[src/hdl/bta_pkg.sv]
// ----------------------------------------------------------------------------
// Buddy tree page allocator package
// Field widths, request and status codes, sequencer states and shared types.
// ----------------------------------------------------------------------------
package bta_pkg;

    // field widths
    localparam int MARK_W   = 8;
    localparam int MODE_W   = 2;
    localparam int PAGE_W   = 16;
    localparam int ORDER_W  = 5;
    localparam int STATUS_W = 3;

    // request codes
    localparam logic [MODE_W-1:0] MODE_CLAIM_PAGE  = 2'd0;
    localparam logic [MODE_W-1:0] MODE_FREE_PAGE   = 2'd1;
    localparam logic [MODE_W-1:0] MODE_CLAIM_BLOCK = 2'd2;

    // result status codes
    localparam logic [STATUS_W-1:0] ST_OK      = 3'd0;
    localparam logic [STATUS_W-1:0] ST_CLAIMED = 3'd1;
    localparam logic [STATUS_W-1:0] ST_FREE    = 3'd2;
    localparam logic [STATUS_W-1:0] ST_NONE    = 3'd3;
    localparam logic [STATUS_W-1:0] ST_ORDER   = 3'd4;

    // sequencer states
    typedef enum logic [2:0] {
        S_IDLE,
        S_RD,
        S_EV,
        S_SCAN_RD,
        S_SCAN_EV,
        S_DONE
    } t_state;

    // walk direction
    typedef enum logic {
        OP_SET,
        OP_CLR
    } t_op;

    // mark memory strobes
    typedef struct packed {
        logic rd_en;
        logic wr_en;
    } t_mem_ctl;

endpackage

[src/hdl/bta_if.sv]
// ----------------------------------------------------------------------------
// Buddy tree page allocator channels
// Request and response channels, valid/ready, with source and sink modports.
// ----------------------------------------------------------------------------
interface bta_req_if;
    logic                        valid;
    logic                        ready;
    logic [bta_pkg::MODE_W-1:0]  mode;
    logic [bta_pkg::PAGE_W-1:0]  page_number;
    logic [bta_pkg::ORDER_W-1:0] block_order;

    modport source (output valid, output mode, output page_number, output block_order,
                    input ready);
    modport sink   (input valid, input mode, input page_number, input block_order,
                    output ready);
endinterface


[src/hdl/bta_seq.sv]
// ----------------------------------------------------------------------------
// Buddy tree sequencer
// Takes one request at a time, walks the tree by read-modify-write on the
// mark store, scans a row byte by byte for a block claim, holds the result.
// ----------------------------------------------------------------------------
module bta_seq #(
    parameter  int PAGE_INDEX_BITS = 16,
    localparam int ADDR_W = (PAGE_INDEX_BITS > 2) ? PAGE_INDEX_BITS - 2 : 1
) (
    input  logic                         i_clk,
    input  logic                         i_rst_n,
    bta_req_if.sink                      i_req,
    input  logic                         i_store_busy,
    input  logic [bta_pkg::MARK_W-1:0]   i_rd_data,
    output bta_pkg::t_mem_ctl            o_mem_ctl,
    output logic [ADDR_W-1:0]            o_rd_addr,
    output logic [ADDR_W-1:0]            o_wr_addr,
    output logic [bta_pkg::MARK_W-1:0]   o_wr_data,
    output logic                         o_res_valid,
    input  logic                         i_res_ready,
    output logic [bta_pkg::STATUS_W-1:0] o_res_status,
    output logic [bta_pkg::PAGE_W-1:0]   o_res_block
);
    import bta_pkg::*;

    // node index wide enough for the tree and for {byte address, bit}
    localparam int NODE_W = (ADDR_W + 3 > PAGE_INDEX_BITS + 1) ? ADDR_W + 3
                                                               : PAGE_INDEX_BITS + 1;
    localparam logic [NODE_W-1:0]  LEAF_BASE     = NODE_W'(1) << PAGE_INDEX_BITS;
    localparam logic [NODE_W-1:0]  LEAF_OFS_MASK = LEAF_BASE - NODE_W'(1);
    localparam logic [ORDER_W-1:0] MAX_ORDER     = ORDER_W'(PAGE_INDEX_BITS);

    // lowest set bit of a byte
    function automatic logic [2:0] f_first_set(input logic [MARK_W-1:0] v);
        logic [2:0] idx;
        idx = '0;
        for (int i = MARK_W - 1; i >= 0; i--) begin
            if (v[i]) idx = 3'(i);
        end
        return idx;
    endfunction

    t_state              r_state, n_state;
    t_op                 r_op, n_op;
    logic                r_first, n_first;
    logic [NODE_W-1:0]   r_node, n_node;
    logic [STATUS_W-1:0] r_status, n_status;
    logic [PAGE_W-1:0]   r_block, n_block;
    logic [ORDER_W-1:0]  r_order, n_order;
    logic [ADDR_W-1:0]   r_scan_addr, n_scan_addr;
    logic [ADDR_W-1:0]   r_scan_end, n_scan_end;
    logic [MARK_W-1:0]   r_scan_mask, n_scan_mask;

    logic                accept;
    logic                too_large;
    logic [NODE_W-1:0]   req_leaf;
    logic [NODE_W-1:0]   req_root;
    logic [ADDR_W-1:0]   req_start;
    logic [ADDR_W-1:0]   req_end;
    logic [MARK_W-1:0]   req_mask;

    logic [2:0]          bit_k;
    logic [MARK_W-1:0]   bit_oh;
    logic [MARK_W-1:0]   buddy_oh;
    logic                cur_bit;
    logic                buddy_bit;
    logic                node_zero;
    logic                walk_halt;
    logic                walk_end;

    logic [MARK_W-1:0]   free_bits;
    logic                scan_hit;
    logic                scan_last;
    logic [NODE_W-1:0]   found_node;
    logic [NODE_W-1:0]   found_shift;

    // request decode
    always_comb begin
        accept    = i_req.valid && i_req.ready;
        too_large = i_req.block_order > MAX_ORDER;
        req_leaf  = LEAF_BASE | (NODE_W'(i_req.page_number) & LEAF_OFS_MASK);
        req_root  = NODE_W'(1) << (MAX_ORDER - i_req.block_order);
        req_start = req_root[NODE_W-1:3];
        req_end   = (req_start != '0) ? ADDR_W'((req_start << 1) - ADDR_W'(1)) : '0;
        if (req_start != '0) begin
            req_mask = '1;
        end else begin
            unique case (req_root[2:0])
                3'b001:  req_mask = 8'h02;
                3'b010:  req_mask = 8'h0C;
                3'b100:  req_mask = 8'hF0;
                default: req_mask = 8'h00;
            endcase
        end
    end

    // walk step evaluation on the byte just read
    always_comb begin
        bit_k     = r_node[2:0];
        bit_oh    = 8'h01 << bit_k;
        buddy_oh  = 8'h01 << (bit_k ^ 3'd1);
        cur_bit   = |(i_rd_data & bit_oh);
        buddy_bit = |(i_rd_data & buddy_oh);
        node_zero = r_node == '0;
        // halt before touching this node
        walk_halt = node_zero || ((r_op == OP_SET) ? cur_bit : !cur_bit);
        // stop after this step; a freed node with a live buddy ends the walk
        walk_end  = walk_halt || ((r_op == OP_CLR) && buddy_bit);
    end

    // row scan evaluation
    always_comb begin
        free_bits   = ~i_rd_data & r_scan_mask;
        scan_hit    = |free_bits;
        scan_last   = r_scan_addr == r_scan_end;
        found_node  = {r_scan_addr, f_first_set(free_bits)};
        found_shift = found_node << r_order;
    end

    // next state
    always_comb begin
        n_state = r_state;
        unique case (r_state)
            S_IDLE: begin
                if (accept) begin
                    unique case (i_req.mode)
                        MODE_CLAIM_PAGE,
                        MODE_FREE_PAGE:   n_state = S_RD;
                        MODE_CLAIM_BLOCK: n_state = too_large ? S_DONE : S_SCAN_RD;
                        default:          n_state = S_DONE;
                    endcase
                end
            end
            S_RD:      n_state = S_EV;
            S_EV:      n_state = walk_end ? S_DONE : S_RD;
            S_SCAN_RD: n_state = S_SCAN_EV;
            S_SCAN_EV: begin
                priority if (scan_hit) begin
                    n_state = S_RD;
                end else if (scan_last) begin
                    n_state = S_DONE;
                end else begin
                    n_state = S_SCAN_RD;
                end
            end
            S_DONE:    n_state = i_res_ready ? S_IDLE : S_DONE;
            default:   n_state = S_IDLE;
        endcase
    end

    // working registers
    always_comb begin
        n_op        = r_op;
        n_first     = r_first;
        n_node      = r_node;
        n_status    = r_status;
        n_block     = r_block;
        n_order     = r_order;
        n_scan_addr = r_scan_addr;
        n_scan_end  = r_scan_end;
        n_scan_mask = r_scan_mask;
        unique case (r_state)
            S_IDLE: begin
                if (accept) begin
                    n_first     = 1'b1;
                    n_node      = req_leaf;
                    n_status    = ST_OK;
                    n_block     = '0;
                    n_order     = i_req.block_order;
                    n_scan_addr = req_start;
                    n_scan_end  = req_end;
                    n_scan_mask = req_mask;
                    n_op        = (i_req.mode == MODE_FREE_PAGE) ? OP_CLR : OP_SET;
                    if ((i_req.mode == MODE_CLAIM_BLOCK) && too_large) begin
                        n_status = ST_ORDER;
                    end
                end
            end
            S_EV: begin
                n_first = 1'b0;
                n_node  = r_node >> 1;
                if (r_first && walk_halt) begin
                    n_status = (r_op == OP_SET) ? ST_CLAIMED : ST_FREE;
                end
            end
            S_SCAN_EV: begin
                priority if (scan_hit) begin
                    n_op    = OP_SET;
                    n_first = 1'b0;
                    n_node  = found_node;
                    n_block = PAGE_W'(found_shift[PAGE_INDEX_BITS-1:0]);
                end else if (scan_last) begin
                    n_status = ST_NONE;
                    n_block  = '0;
                end else begin
                    n_scan_addr = r_scan_addr + ADDR_W'(1);
                end
            end
            default: begin
            end
        endcase
    end

    always_ff @(posedge i_clk) begin
        if (!i_rst_n) begin
            r_state <= S_IDLE;
        end else begin
            r_state <= n_state;
        end
    end

    always_ff @(posedge i_clk) begin
        r_op        <= n_op;
        r_first     <= n_first;
        r_node      <= n_node;
        r_status    <= n_status;
        r_block     <= n_block;
        r_order     <= n_order;
        r_scan_addr <= n_scan_addr;
        r_scan_end  <= n_scan_end;
        r_scan_mask <= n_scan_mask;
    end

    // outputs
    always_comb begin
        i_req.ready     = (r_state == S_IDLE) && !i_store_busy;
        o_mem_ctl.rd_en = (r_state == S_RD) || (r_state == S_SCAN_RD);
        o_mem_ctl.wr_en = (r_state == S_EV) && !walk_halt;
        o_rd_addr       = (r_state == S_SCAN_RD) ? r_scan_addr : r_node[NODE_W-1:3];
        o_wr_addr       = r_node[NODE_W-1:3];
        o_wr_data       = (r_op == OP_SET) ? (i_rd_data | bit_oh) : (i_rd_data & ~bit_oh);
        o_res_valid     = r_state == S_DONE;
        o_res_status    = r_status;
        o_res_block     = r_block;
    end

endmodule

[src/flat_wrapper.sv]
// flat-port wrapper written by rule: the top's interface ports become plain ports
module bta_seq_flat import bta_pkg::*;
#(
    parameter  int PAGE_INDEX_BITS = 16,
    localparam int ADDR_W = (PAGE_INDEX_BITS > 2) ? PAGE_INDEX_BITS - 2 : 1
)
  (i_clk, i_rst_n, i_store_busy, i_rd_data, o_mem_ctl, o_rd_addr, o_wr_addr, o_wr_data, o_res_valid, i_res_ready, o_res_status, o_res_block, i_req_valid, i_req_mode, i_req_page_number, i_req_block_order, i_req_ready);
  bta_req_if i_req_i ();
  input  logic i_clk;
  input  logic i_rst_n;
  input  logic i_store_busy;
  input  logic [bta_pkg::MARK_W-1:0] i_rd_data;
  output bta_pkg::t_mem_ctl o_mem_ctl;
  output logic [ADDR_W-1:0] o_rd_addr;
  output logic [ADDR_W-1:0] o_wr_addr;
  output logic [bta_pkg::MARK_W-1:0] o_wr_data;
  output logic o_res_valid;
  input  logic i_res_ready;
  output logic [bta_pkg::STATUS_W-1:0] o_res_status;
  output logic [bta_pkg::PAGE_W-1:0] o_res_block;
  input wire logic [$bits(i_req_i.valid)-1:0] i_req_valid;
  input wire logic [$bits(i_req_i.mode)-1:0] i_req_mode;
  input wire logic [$bits(i_req_i.page_number)-1:0] i_req_page_number;
  input wire logic [$bits(i_req_i.block_order)-1:0] i_req_block_order;
  output wire logic [$bits(i_req_i.ready)-1:0] i_req_ready;
  assign i_req_i.valid = i_req_valid;
  assign i_req_i.mode = i_req_mode;
  assign i_req_i.page_number = i_req_page_number;
  assign i_req_i.block_order = i_req_block_order;
  assign i_req_ready = i_req_i.ready;
  bta_seq #(.PAGE_INDEX_BITS(PAGE_INDEX_BITS)) u_core (.i_clk(i_clk), .i_rst_n(i_rst_n), .i_req(i_req_i), .i_store_busy(i_store_busy), .i_rd_data(i_rd_data), .o_mem_ctl(o_mem_ctl), .o_rd_addr(o_rd_addr), .o_wr_addr(o_wr_addr), .o_wr_data(o_wr_data), .o_res_valid(o_res_valid), .i_res_ready(i_res_ready), .o_res_status(o_res_status), .o_res_block(o_res_block));
endmodule
[config.mk]
export PLATFORM = sky130hd
export DESIGN_NAME = bta_seq_flat
export DESIGN_NICKNAME = d
export VERILOG_FILES = /design/src/hdl/bta_pkg.sv /design/src/hdl/bta_if.sv /design/src/hdl/bta_seq.sv /design/src/flat_wrapper.sv
export SDC_FILE = /design/constraint.sdc
export NUM_CORES = 1
export LEC_CHECK = 0
export BUFFER_PORTS_ARGS = -buffer_cell sky130_fd_sc_hd__buf_2
export CORE_MARGIN = 2
export CORE_UTILIZATION = 55
export CTS_CLUSTER_SIZE = 12
export DETAILED_ROUTE_END_ITERATION = 16
export PLACE_DENSITY = 0.88
export SLEW_MARGIN = 20
export SYNTH_ARGS = -nofsm -noshare
export SYNTH_HDL_FRONTEND = slang
export SYNTH_SLANG_ARGS = --single-unit
[constraint.sdc]
create_clock -name i_clk -period 2.8 [get_ports i_clk]
set_input_delay 0.56 -clock i_clk [delete_from_list [all_inputs] [get_ports i_clk]]
set_output_delay 0.56 -clock i_clk [all_outputs]
set_load 0.02 [all_outputs]
; Word-level counts from Yosys, hierarchy flattened
; Cells that the tools add are included.
[op_classes]
add_sub_neg = 3
order_cmp = 1
eq_ne = 18
shift = 4
n_mux = 44
bitwise = 8
reduce_logical = 28
[op_table]
columns = cell, n
row1 = 3-bit two-way mux, 19
row2 = 14-bit two-way mux, 4
row3 = 17-bit one-hot mux with 3 select lines, 1
row4 = 16-bit two-way mux, 3
row5 = 17-bit two-way mux, 2
row6 = 8-bit bitwise AND, 4
row7 = 16-bit one-hot mux with 2 select lines, 1
row8 = 14-bit one-hot mux with 2 select lines, 1
row9 = 8-bit one-hot mux with 3 select lines, 1
row10 = 8-bit OR reduction, 3
row11 = 3-bit one-hot mux with 6 select lines, 1
row12 = 17-bit zero test, 1
row13 = 1-bit by 5-bit left shift with 17-bit output (first input constant), 1
row14 = 17-bit by 5-bit left shift with 16-bit output, 1
row15 = 8-bit NOT, 2
row16 = 1-bit by 3-bit left shift with 8-bit output (first input constant), 2
row17 = 14-bit by 1-bit adder with 14-bit output (second input constant), 1
row18 = 14-bit == test, 1
row19 = 14-bit nonzero test, 1
row20 = 14-bit by 1-bit subtractor with 14-bit output (second input constant), 1
row21 = 3-bit by 2-bit == test with 1-bit output (second input constant), 3
row22 = 3-bit == test (second input constant), 3
row23 = 3-bit one-hot mux with 3 select lines, 1
row24 = 3-bit AND reduction, 3
row25 = other kinds (27), 45
[totals]
register_bits = 82
inputBits = 36
wordCells = 116

; Longest topological paths before layout
; Gate-level depths: netlist (run 1).
[logic_depth]
ltp_word = 13
depth_mapped = 12
depth_no_buf = 11

; Worst setup path after synthesis (run 1)
; OpenSTA, ideal clock, no wires.
[synth_timing]
kind = input -> register
from = input i_rd_data[7] (netlist bit)
to = register u_core.r_scan_addr[0] (enable)
arrival_time_ns = 2.236
required_ns = 2.410
setup_slack_ns = 0.175
stages = 4
cell_sequence = nand4_1 -> a2111oi_4 -> or2b_1 -> a21oi_1
[synth_between]
elab_chain_cells = 5
[synth_lines]
columns = item, line_no
row1 = start: declaration, flat_wrapper.sv:12  ; input logic [bta_pkg::MARK_W-1:0] i_rd_data;
row2 = 8-bit NOT, bta_seq.sv:113  ; free_bits = ~i_rd_data & r_scan_mask;
row3 = 8-bit bitwise AND, bta_seq.sv:113
row4 = 8-bit OR reduction, bta_seq.sv:114  ; scan_hit = |free_bits;
row5 = 2-bit inequality test (no line), --
row6 = 4-bit AND reduction (no line), --
row7 = end signal: assignment, bta_seq.sv:219  ; r_scan_addr <= n_scan_addr;
row8 = end: declaration, bta_seq.sv:50  ; logic [ADDR_W-1:0] r_scan_addr, n_scan_addr;
; Every way passes these cells.
; A chain may end at the register's enable or synchronous reset.

==> results of run 1 <==
[cell type report]
class                           count  share of cell area [%]
Clock buffer                       10                    2.12
Sequential cell                    78                    38.4
Inverter                           11                   0.686
Clock inverter                      6                    1.41
Tap cell                          129                    2.68
Timing Repair Buffer              124                    11.6
Multi-Input combinational cell    404                    43.1
[metrics by stage]
stage / setup TNS (ps) / power (W)
after floorplan: 0 / 0.00226
after global placement: 0 / 0.00252
after detailed placement: 0 / 0.00256
after CTS: 0 / 0.00350
after global routing: -29.4 / 0.00367
final: 0 / 0.00354
[cells in the final DEF (no fill, tap or decap), drive strengths merged, types with 6 or more instances in the layout]
cell | netlist | layout
buf | 22 | 124
nand2 | 78 | 78
edfxtp | 75 | 75
nor2 | 45 | 45
o21ai | 28 | 28
a21oi | 20 | 20
xnor2 | 19 | 19
a22oi | 17 | 17
mux2 | 16 | 16
mux2i | 15 | 15
nor3 | 14 | 14
o22ai | 14 | 14
nand3 | 12 | 12
inv | 11 | 12
xor2 | 10 | 10
nor2b | 10 | 10
nor4 | 10 | 10
clkbuf | 44 | 10
a31oi | 8 | 8
nand2b | 7 | 7
nand4 | 7 | 7
o31ai | 6 | 6
[worst max-delay path: cells and delay by family (launching register included)]
family | cells | cell delay (ps)
AOI/OAI and AO/OA | 1 | 180
muxes | 1 | 390
buffers and inverters | 1 | 190
xor gates and xnor gates | 1 | 200
and+or+nand+nor | 2 | 380
DFF | 1 | 500
[where the power goes]
part / leakage (nW) / internal [W] / total [W] / switching, W
clock: 0.104 / 0.000502 / 0.000947 / 0.000445
sequential: 0.736 / 0.00145 / 0.00158 / 0.000135
combinational: 1.49 / 0.000378 / 0.00101 / 0.000636
[how the worst max path moves through the flow]
stage / startpoint / to / slack, ps
6_report: u_core.r_node[0] / o_mem_ctl[0] / 40
5_1_grt: u_core.r_node[2] / o_mem_ctl[0] / -30
4_1_cts: u_core.r_node[0] / o_mem_ctl[0] / 50
3_5_place_dp: i_rd_data[4] / o_mem_ctl[0] / 210
3_3_place_gp: i_rd_data[2] / o_mem_ctl[0] / 210
2_1_floorplan: i_rd_data[7] / u_core.r_scan_addr[0] / 170
[sequential cells by signal (all words and copies together) (netlist names)]
register / flops
u_core.r_op: 1
u_core.r_first: 1
u_core.o_res_status: 3
u_core.r_scan_addr: 14
u_core.r_scan_mask: 4
u_core.r_node: 17
u_core.r_order: 5
u_core.r_scan_end: 14
u_core.o_res_block: 16
u_core.r_state: 3
[routing by layer]
layer	share of wire [%]	GRT usage, %	vias to the layer above
li1	-	-	2171
met1	36	34.3	2263
met2	49	49.1	368
met3	10	5.87	82
met4	4.6	12.1	0
met5	0	0	-
[cell families (layout without fill, tap and decap cells)]
logic type | Yosys count | count (layout) | synth area share, %
AND/OR/NAND/NOR | 210 | 210 | 19.2
AO/OA/AOI/OAI | 129 | 129 | 17.0
flip-flops | 78 | 78 | 44.1
buffers and inverters | 77 | 151 | 6.83
multiplexers | 33 | 33 | 7.23
XOR/XNOR | 29 | 29 | 4.85
adder cells (fa/ha/maj) | 3 | 3 | 0.716
[what timing repair did]
action | 4_1_cts | 5_1_grt
pin swaps | 0 | 1
endpoints found under the setup margin | 1 | 11
buffers inserted | 3 | 1
resized for setup | 1 | 4
==> results.cfg, run 1 <==
[clock_network]
clk_latency_ps = 360
cts_sinks = 78
clockBufferDepth = 2
h-tree-depth = 3
cts_tree = yes
cts_buffers = 9
cts_root_buf = clkbuf_8
postCtsHoldBufs = 0
clk_pin_slew_worst_paths_ps = 90

[route]
vias = 4884
wl_per_cell_microns = 19.4
via_per_inst = 6.41
drcViolationCount = 0
drt_iter0_markers = 548
drtPass1Iterations = 7
ant_nets = 0
routed_wl_mm = 14.8

[critical_path]
slowest_stage = edfxtp_1
reg2reg_depth = 7
crit_type = reg2out
start_kind = flop
cp.arrival_ps = 2200
cp-end-kind = output port
worstPathCellList = mux2_2 > nand3b_1 > o2111ai_2 > xor2_1 > nor3_2 > buf_4
timing.reg2reg.setup_slack_ps = 300
r2r_end = u_core.o_res_status[2]
slowest_delay_ps = 500
required_ps = 2240
cp_max_fo = 8
r2r_start = u_core.r_node[1]

[logic_synthesis]
synthCells = 559
synth_area_leaders = edfxtp_1 (43%), nand2_1 (5.6%), mux2_2 (3.4%), xnor2_1 (3.2%), clkbuf_1 (3.2%)
syn_area_sq_um = 5240
ys_seq_area_share_pct = 44.1
synth_ff_type = edfxtp_1
synth_edf_count = 75
avgSynthCellArea_sq_um = 9.38
synth_most_common_cell = nand2_1
ys_ff_latch = 78
synth_top_area_share_pct = 43.0
synth_cell_types = 65
ys_warn_count = 0
synth_nets = 598
async_flop_share_pct = 0
synth_common_cells = nand2_1 (78), edfxtp_1 (75), clkbuf_1 (44), nor2_1 (44), o21ai_0 (28)
synth_top_area_cell = edfxtp_1

[global_route]
grt_pass1_vias = 4552
antenna_found_initial = 0
overflow = 0
grt_usage_pct = 28.4
grt_max_degree = 24
grt_pass1_wl_mm = 22.6

[run]
cap_violations = 0

[timing]
finClkSkew_ps = 16.7
hold_slack_ps = 465
hold_violations = 0
drv_slew = 0
slew_headroom_pct = 41.0
setup_slack_ps = 42.9
max_clock_freq_mhz = 363
finalCritPeriodShare_pct = 98.5
finalSetupViolCount = 0
rsz0062_at_grt = true
worstMarginPinSlew_ps = 886
finalCriticalPeriod_ps = 2760

[floorplanning]
rows = 35
design.core.area_sq_um = 9240
ioPinCount = 95
die_w_microns = 102
die-height_microns = 102
dieArea_sq_um = 10300
initial_utilization_pct = 56.7

[hold_path]
whs_path_depth = 3
hp-start = i_req_page_number[3]
min_to = u_core.r_node[3]
hold_path_class = in2reg

[layout]
fillers = 699
instances_no_fill = 762
fin_nets = 667
register_area_sq_um = 2310
syn2layout_area_growth_pct = 14.8
post-route-util_pct = 65.1
num_antenna_cells = 0
multi_input_area_sq_um = 2590
drive_gt1_share_pct = 27.5
fin_area_sq_um = 6020

[placed_design]
place.gp.congestion = 0.929
dp.cells = 742
preCtsSetupSlack_ps = 212
place_area_sq_um = 5750
dp_hpwl_mm = 10.2
port_buffers = 94

[status]
outcome = completed

[pwr]
ir_worst_vdd_mv = 0.295
power_density_nw_per_um2 = 588
leakage_nw = 2.33
(Power assumes the default switching activity.)
==> inputs of run 2 (changes only) <==
--- a/config.mk
+++ b/config.mk
@@ -6,11 +6,13 @@
 export NUM_CORES = 1
 export LEC_CHECK = 0
 export BUFFER_PORTS_ARGS = -buffer_cell sky130_fd_sc_hd__buf_2
+export CELL_PAD_IN_SITES_DETAIL_PLACEMENT = 0
+export CELL_PAD_IN_SITES_GLOBAL_PLACEMENT = 1
 export CORE_MARGIN = 2
-export CORE_UTILIZATION = 55
+export CORE_UTILIZATION = 43
 export CTS_CLUSTER_SIZE = 12
 export DETAILED_ROUTE_END_ITERATION = 16
-export PLACE_DENSITY = 0.88
+export PLACE_DENSITY = 0.9
 export SLEW_MARGIN = 20
 export SYNTH_ARGS = -nofsm -noshare
 export SYNTH_HDL_FRONTEND = slang
==> run 2 against run 1 <==
Clock skew fell by 7.1 ps. Core utilization fell by 14 points. Non-clock buffer count rose by 3. Worst hold slack improved by 20 ps. Critical path type unchanged. Critical endpoint unchanged. Largest power group unchanged.
==> results.cfg, run 2 (synthesis results as in run 1) <==
[floorplanning]
ioPinCount = 95
dieArea_sq_um = 13100
rows = 40
die_w_microns = 114
die-height_microns = 114
design.core.area_sq_um = 12000
initial_utilization_pct = 43.8

[layout]
instances_no_fill = 783
fillers = 1058
largest_register_ffs = 17
regMostFlops = u_core.r_node
final_cell_mix = buf_2 (94), nand2_1 (78), edfxtp_1 (75)
drive_gt1_share_pct = 27.7
fin_nets = 670
multi_input_area_sq_um = 2590
syn2layout_area_growth_pct = 17.5
layout_commonest_cell = buf_2
register_area_sq_um = 2310
num_antenna_cells = 0

[timing]
rsz0062_at_grt = false
worstMarginPinSlew_ps = 718
finClkSkew_ps = 9.59
finalSetupViolCount = 0
slew_headroom_pct = 51.9
drv_slew = 0
max_clock_freq_mhz = 371
finalCritPeriodShare_pct = 96.2
finalCriticalPeriod_ps = 2690
hold_slack_ps = 485
hold_violations = 0
finalSetupTns_ps = 0

[global_route]
grt_pass1_vias = 4356
antenna_found_initial = 0
grt_max_degree = 24
grt_pass1_wl_mm = 22.5
overflow = 0
grt_usage_pct = 22.1

[placed_design]
place.gp.congestion = 0.882
dp_hpwl_mm = 10.6
dp.cells = 765
port_buffers = 94

[critical_path]
required_ps = 2240
crit_type = reg2out
crit_start = u_core.r_node[2]
slowest_stage = edfxtp_1
r2r_start = u_core.r_node[1]
cp-end-kind = output port
cp.arrival_ps = 2130
start_kind = flop
slowest_delay_ps = 480
worstPathCellList = and3_1 > o21ai_0 > o2111ai_2 > xor2_1 > nor3_2 > buf_2
cp_max_fo = 6

[route]
via_per_inst = 5.96
vias = 4670
routed_wl_mm = 14.5
ant_nets = 0
wl_per_cell_microns = 18.5
drt_iter0_markers = 532
drcViolationCount = 0
drtPass1Iterations = 6

[hold_path]
hold_path_class = in2reg
hp-start = i_req_page_number[15]

[clock_network]
h-tree-depth = 3
cts_buffers = 9
cts_root_buf = clkbuf_16
cts_tree = yes
clk_pin_slew_worst_paths_ps = 60
clockBufferDepth = 2
clk_latency_ps = 340
cts_sinks = 78

[pwr]
leakage_nw = 2.39
ir_worst_vdd_mv = 0.287
power_density_nw_per_um2 = 621

[status]
outcome = completed

[run]
cap_violations = 0
==> run 2: area by class of cell <==
| class | instances | area share [%] |
|---|---|---|
| clock buffer | 10 | 3.72 |
| clock inverter | 6 | 1.38 |
| inverter | 11 | 0.671 |
| multi-input combinational | 404 | 42.0 |
| sequential | 78 | 37.6 |
| tap | 147 | 2.99 |
| timing repair buffer | 127 | 11.7 |
==> run 2: final timing paths <==
kind / to / slack [ps] / depth (start not counted)
worst max-delay path: o_mem_ctl[0] / 110 / 6
worst min-delay path: u_core.r_node[15] / 490 / 3
worst max register to register: u_core.r_state[2] / 300 / 8
worst min register to register: u_core.r_state[0] / 640 / 1
==> run 2: per-layer routing <==
| layer | track usage, % | part of all wire (%) |
|---|---|---|
| met1 | 28.8 | 41 |
| met2 | 37.0 | 49 |
| met3 | 2.75 | 7.1 |
| met4 | 9.92 | 3.3 |
| met5 | 0 | 0 |
==> run 2: worst max-delay path: cells and delay by family, from the launching register on <==
kind | cells | cell delay [ps]
flops | 1 | 480
xor+xnor | 1 | 210
compound gates | 2 | 430
buf+inv | 1 | 210
simple gates | 2 | 470
==> run 2: where the power goes <==
| group | total [W] | switching, W | internal, W | leakage [nW] |
|---|---|---|---|---|
| logic | 0.000989 | 0.000615 | 0.000374 | 1.50 |
| clock network | 0.00125 | 0.000467 | 0.000779 | 0.151 |
| registers | 0.00159 | 0.000139 | 0.00145 | 0.736 |
==> run 2: repair_timing <==
action	CTS	global route
hold buffers	0	0
endpoints found under the hold margin	0	0
gates resized for setup	1	2
gates cloned	0	0
buffers inserted	2	0
setup endpoints to repair	1	1
==> run 2: stage by stage <==
stage	total power [W]	utilization, %	worst slack, ps	area [sq um]
finish	0.00382	51.5	107	6160
detailed placement	0.00257	48.6	131	5810
floorplan	0.00226	-	175	5240
global route	0.00397	51.5	28.4	6160
global placement	0.00255	48.6	210	5810
CTS	0.00381	51.4	86.9	6150
==> inputs of run 3 (changes only) <==
==> constraint.sdc (replaced) <==
create_clock -name i_clk -period 2.9 [get_ports i_clk]
set_input_delay 0.58 -clock i_clk [delete_from_list [all_inputs] [get_ports i_clk]]
set_output_delay 0.58 -clock i_clk [all_outputs]
set_load 0.02 [all_outputs]
==> run 3 against run 2 <==
Global-route usage is 0.22 points higher. Core utilization is 0.26 points lower. Clock-buffer cell count is 1 lower. Largest power group unchanged. Sequential power is 4% lower. Design area is 0.51% lower. Setup slack better by 20 ps. Non-clock buffer count stayed put. Highest routed layer unchanged. Critical endpoint unchanged. Register-to-register slack better by 60 ps. Critical path depth stayed put. Largest cell class unchanged. Cell count stayed put.
==> results.cfg, run 3 (synthesis results as in run 1) <==
[status]
outcome = completed

[critical_path]
timing.reg2reg.setup_slack_ps = 360
r2r_start = u_core.r_node[0]
required_ps = 2320
cp-end-kind = output port
crit_type = reg2out
start_kind = flop
cp_max_fo = 5
cp.arrival_ps = 2190
reg2reg_depth = 6
r2r_end = u_core.o_res_status[1]

[floorplanning]
die_w_microns = 114
dieArea_sq_um = 13100
die-height_microns = 114
ioPinCount = 95
initial_utilization_pct = 43.8
rows = 40
design.core.area_sq_um = 12000

[route]
drt_iter0_markers = 479
ant_nets = 0
wl_per_cell_microns = 18.7
vias = 4635
via_per_inst = 5.92
drcViolationCount = 0
drtPass1Iterations = 5
routed_wl_mm = 14.6

[layout]
syn2layout_area_growth_pct = 16.9
post-route-util_pct = 51.2
layout_commonest_cell = buf_2
fillers = 1094
regMostFlops = u_core.r_node
num_antenna_cells = 0
largest_register_ffs = 17
drive_gt1_share_pct = 27.5
instances_no_fill = 783
fin_area_sq_um = 6130
final_cell_mix = buf_2 (94), nand2_1 (78), edfxtp_1 (75)
fin_nets = 670

[placed_design]
port_buffers = 94
dp_hpwl_mm = 10.6
place_area_sq_um = 5770
dp.cells = 759
place.gp.congestion = 0.904

[timing]
max_clock_freq_mhz = 361
rsz0062_at_grt = false
drv_slew = 0
finalSetupTns_ps = 0
slew_headroom_pct = 37.8
finClkSkew_ps = 8.04
finalCriticalPeriod_ps = 2770
hold_violations = 0
finalCritPeriodShare_pct = 95.6
worstMarginPinSlew_ps = 933
finalSetupViolCount = 0

[run]
cap_violations = 0

[global_route]
overflow = 0
grt_usage_pct = 22.4
grt_max_degree = 27
antenna_found_initial = 0
grt_pass1_vias = 4384
grt_pass1_wl_mm = 22.5

[pwr]
ir_worst_vdd_mv = 0.271
power_density_nw_per_um2 = 594
leakage_nw = 2.38
p_total_w = 0.00364

[hold_path]
whs_path_depth = 3
hp-start = i_req_page_number[5]
min_to = u_core.r_node[5]
hold_path_class = in2reg

[clock_network]
cts_tree = yes
cts_buffers = 9
clockBufferDepth = 2
cts_sinks = 78
clk_latency_ps = 340
cts_resized = 0
postCtsHoldBufs = 0
clk_pin_slew_worst_paths_ps = 60
h-tree-depth = 3
cts_root_buf = clkbuf_16
-- run 3: cell count changes in the layout (fill, tap and decap cells not counted) --
cell,before,now
nor3_1,12,14
clkinvlp_4,1,2
bufinv_16,2,1
inv_6,1,2
nor3_2,2,0
o2111ai_2,1,0
nor2_2,0,1
o2111ai_1,0,1
nor2_1,44,43
clkbuf_1,1,0
-- run 3: worst max-delay path by stage --
| stage | cells past startpoint | slack [ps] | from | to |
|---|---|---|---|---|
| floorplan | 4 | 250 | i_rd_data[7] | u_core.r_scan_addr[0] |
| global placement | 6 | 270 | u_core.r_node[0] | o_mem_ctl[0] |
| detailed placement | 6 | 250 | u_core.r_node[0] | o_mem_ctl[0] |
| CTS | 6 | 4 | u_core.r_node[1] | o_mem_ctl[0] |
| global route | 7 | 20 | u_core.r_node[0] | o_mem_ctl[0] |
| finish | 6 | 130 | u_core.r_node[0] | o_mem_ctl[0] |
-- run 3: routing by layer --
layer	global-route usage, %	share of wire (%)	vias to the layer above
met2	37.5	49	191
met5	0	0	-
met4	9.27	2.8	0
met3	3.39	5.3	26
met1	28.9	42	2238
li1	-	-	2180
-- run 3: power breakdown --
part | switching, W | internal, W | total (W)
combinational | 0.000610 | 0.000368 | 0.000978
clock | 0.000473 | 0.000668 | 0.00114
sequential | 0.000118 | 0.00140 | 0.00152
total | 0.00120 | 0.00243 | 0.00364
-- run 3: area by class of cell --
class | count | area [sq um] | share of cell area, %
inverter | 11 | 41.3 | 0.674
tap | 147 | 184 | 3.00
clock buffer | 9 | 225 | 3.68
multi-input combinational | 404 | 2570 | 42.0
sequential | 78 | 2310 | 37.7
clock inverter | 7 | 71.3 | 1.16
timing repair buffer | 127 | 718 | 11.7
-- run 3: stage by stage --
step | setup slack (ps) | hold slack, ps
after floorplan | 255 | 581
after global placement | 266 | 609
after detailed placement | 255 | 620
after CTS | 4.47 | 503
after global routing | 17.6 | 528
final | 127 | 511
-- run 3: repair_timing --
item | CTS | global route
hold endpoints to repair | 0 | 0
endpoints found under the setup margin | 1 | 1
buffers inserted | 4 | 4
pin swaps | 0 | 0
-- run 3: critical path: stages (launching register included) --
cell	delay [ps]
edfxtp_1	440
mux2_2	360
nand3b_1	90
o2111ai_1	220
xor2_1	210
nor3_1	300
buf_2	230
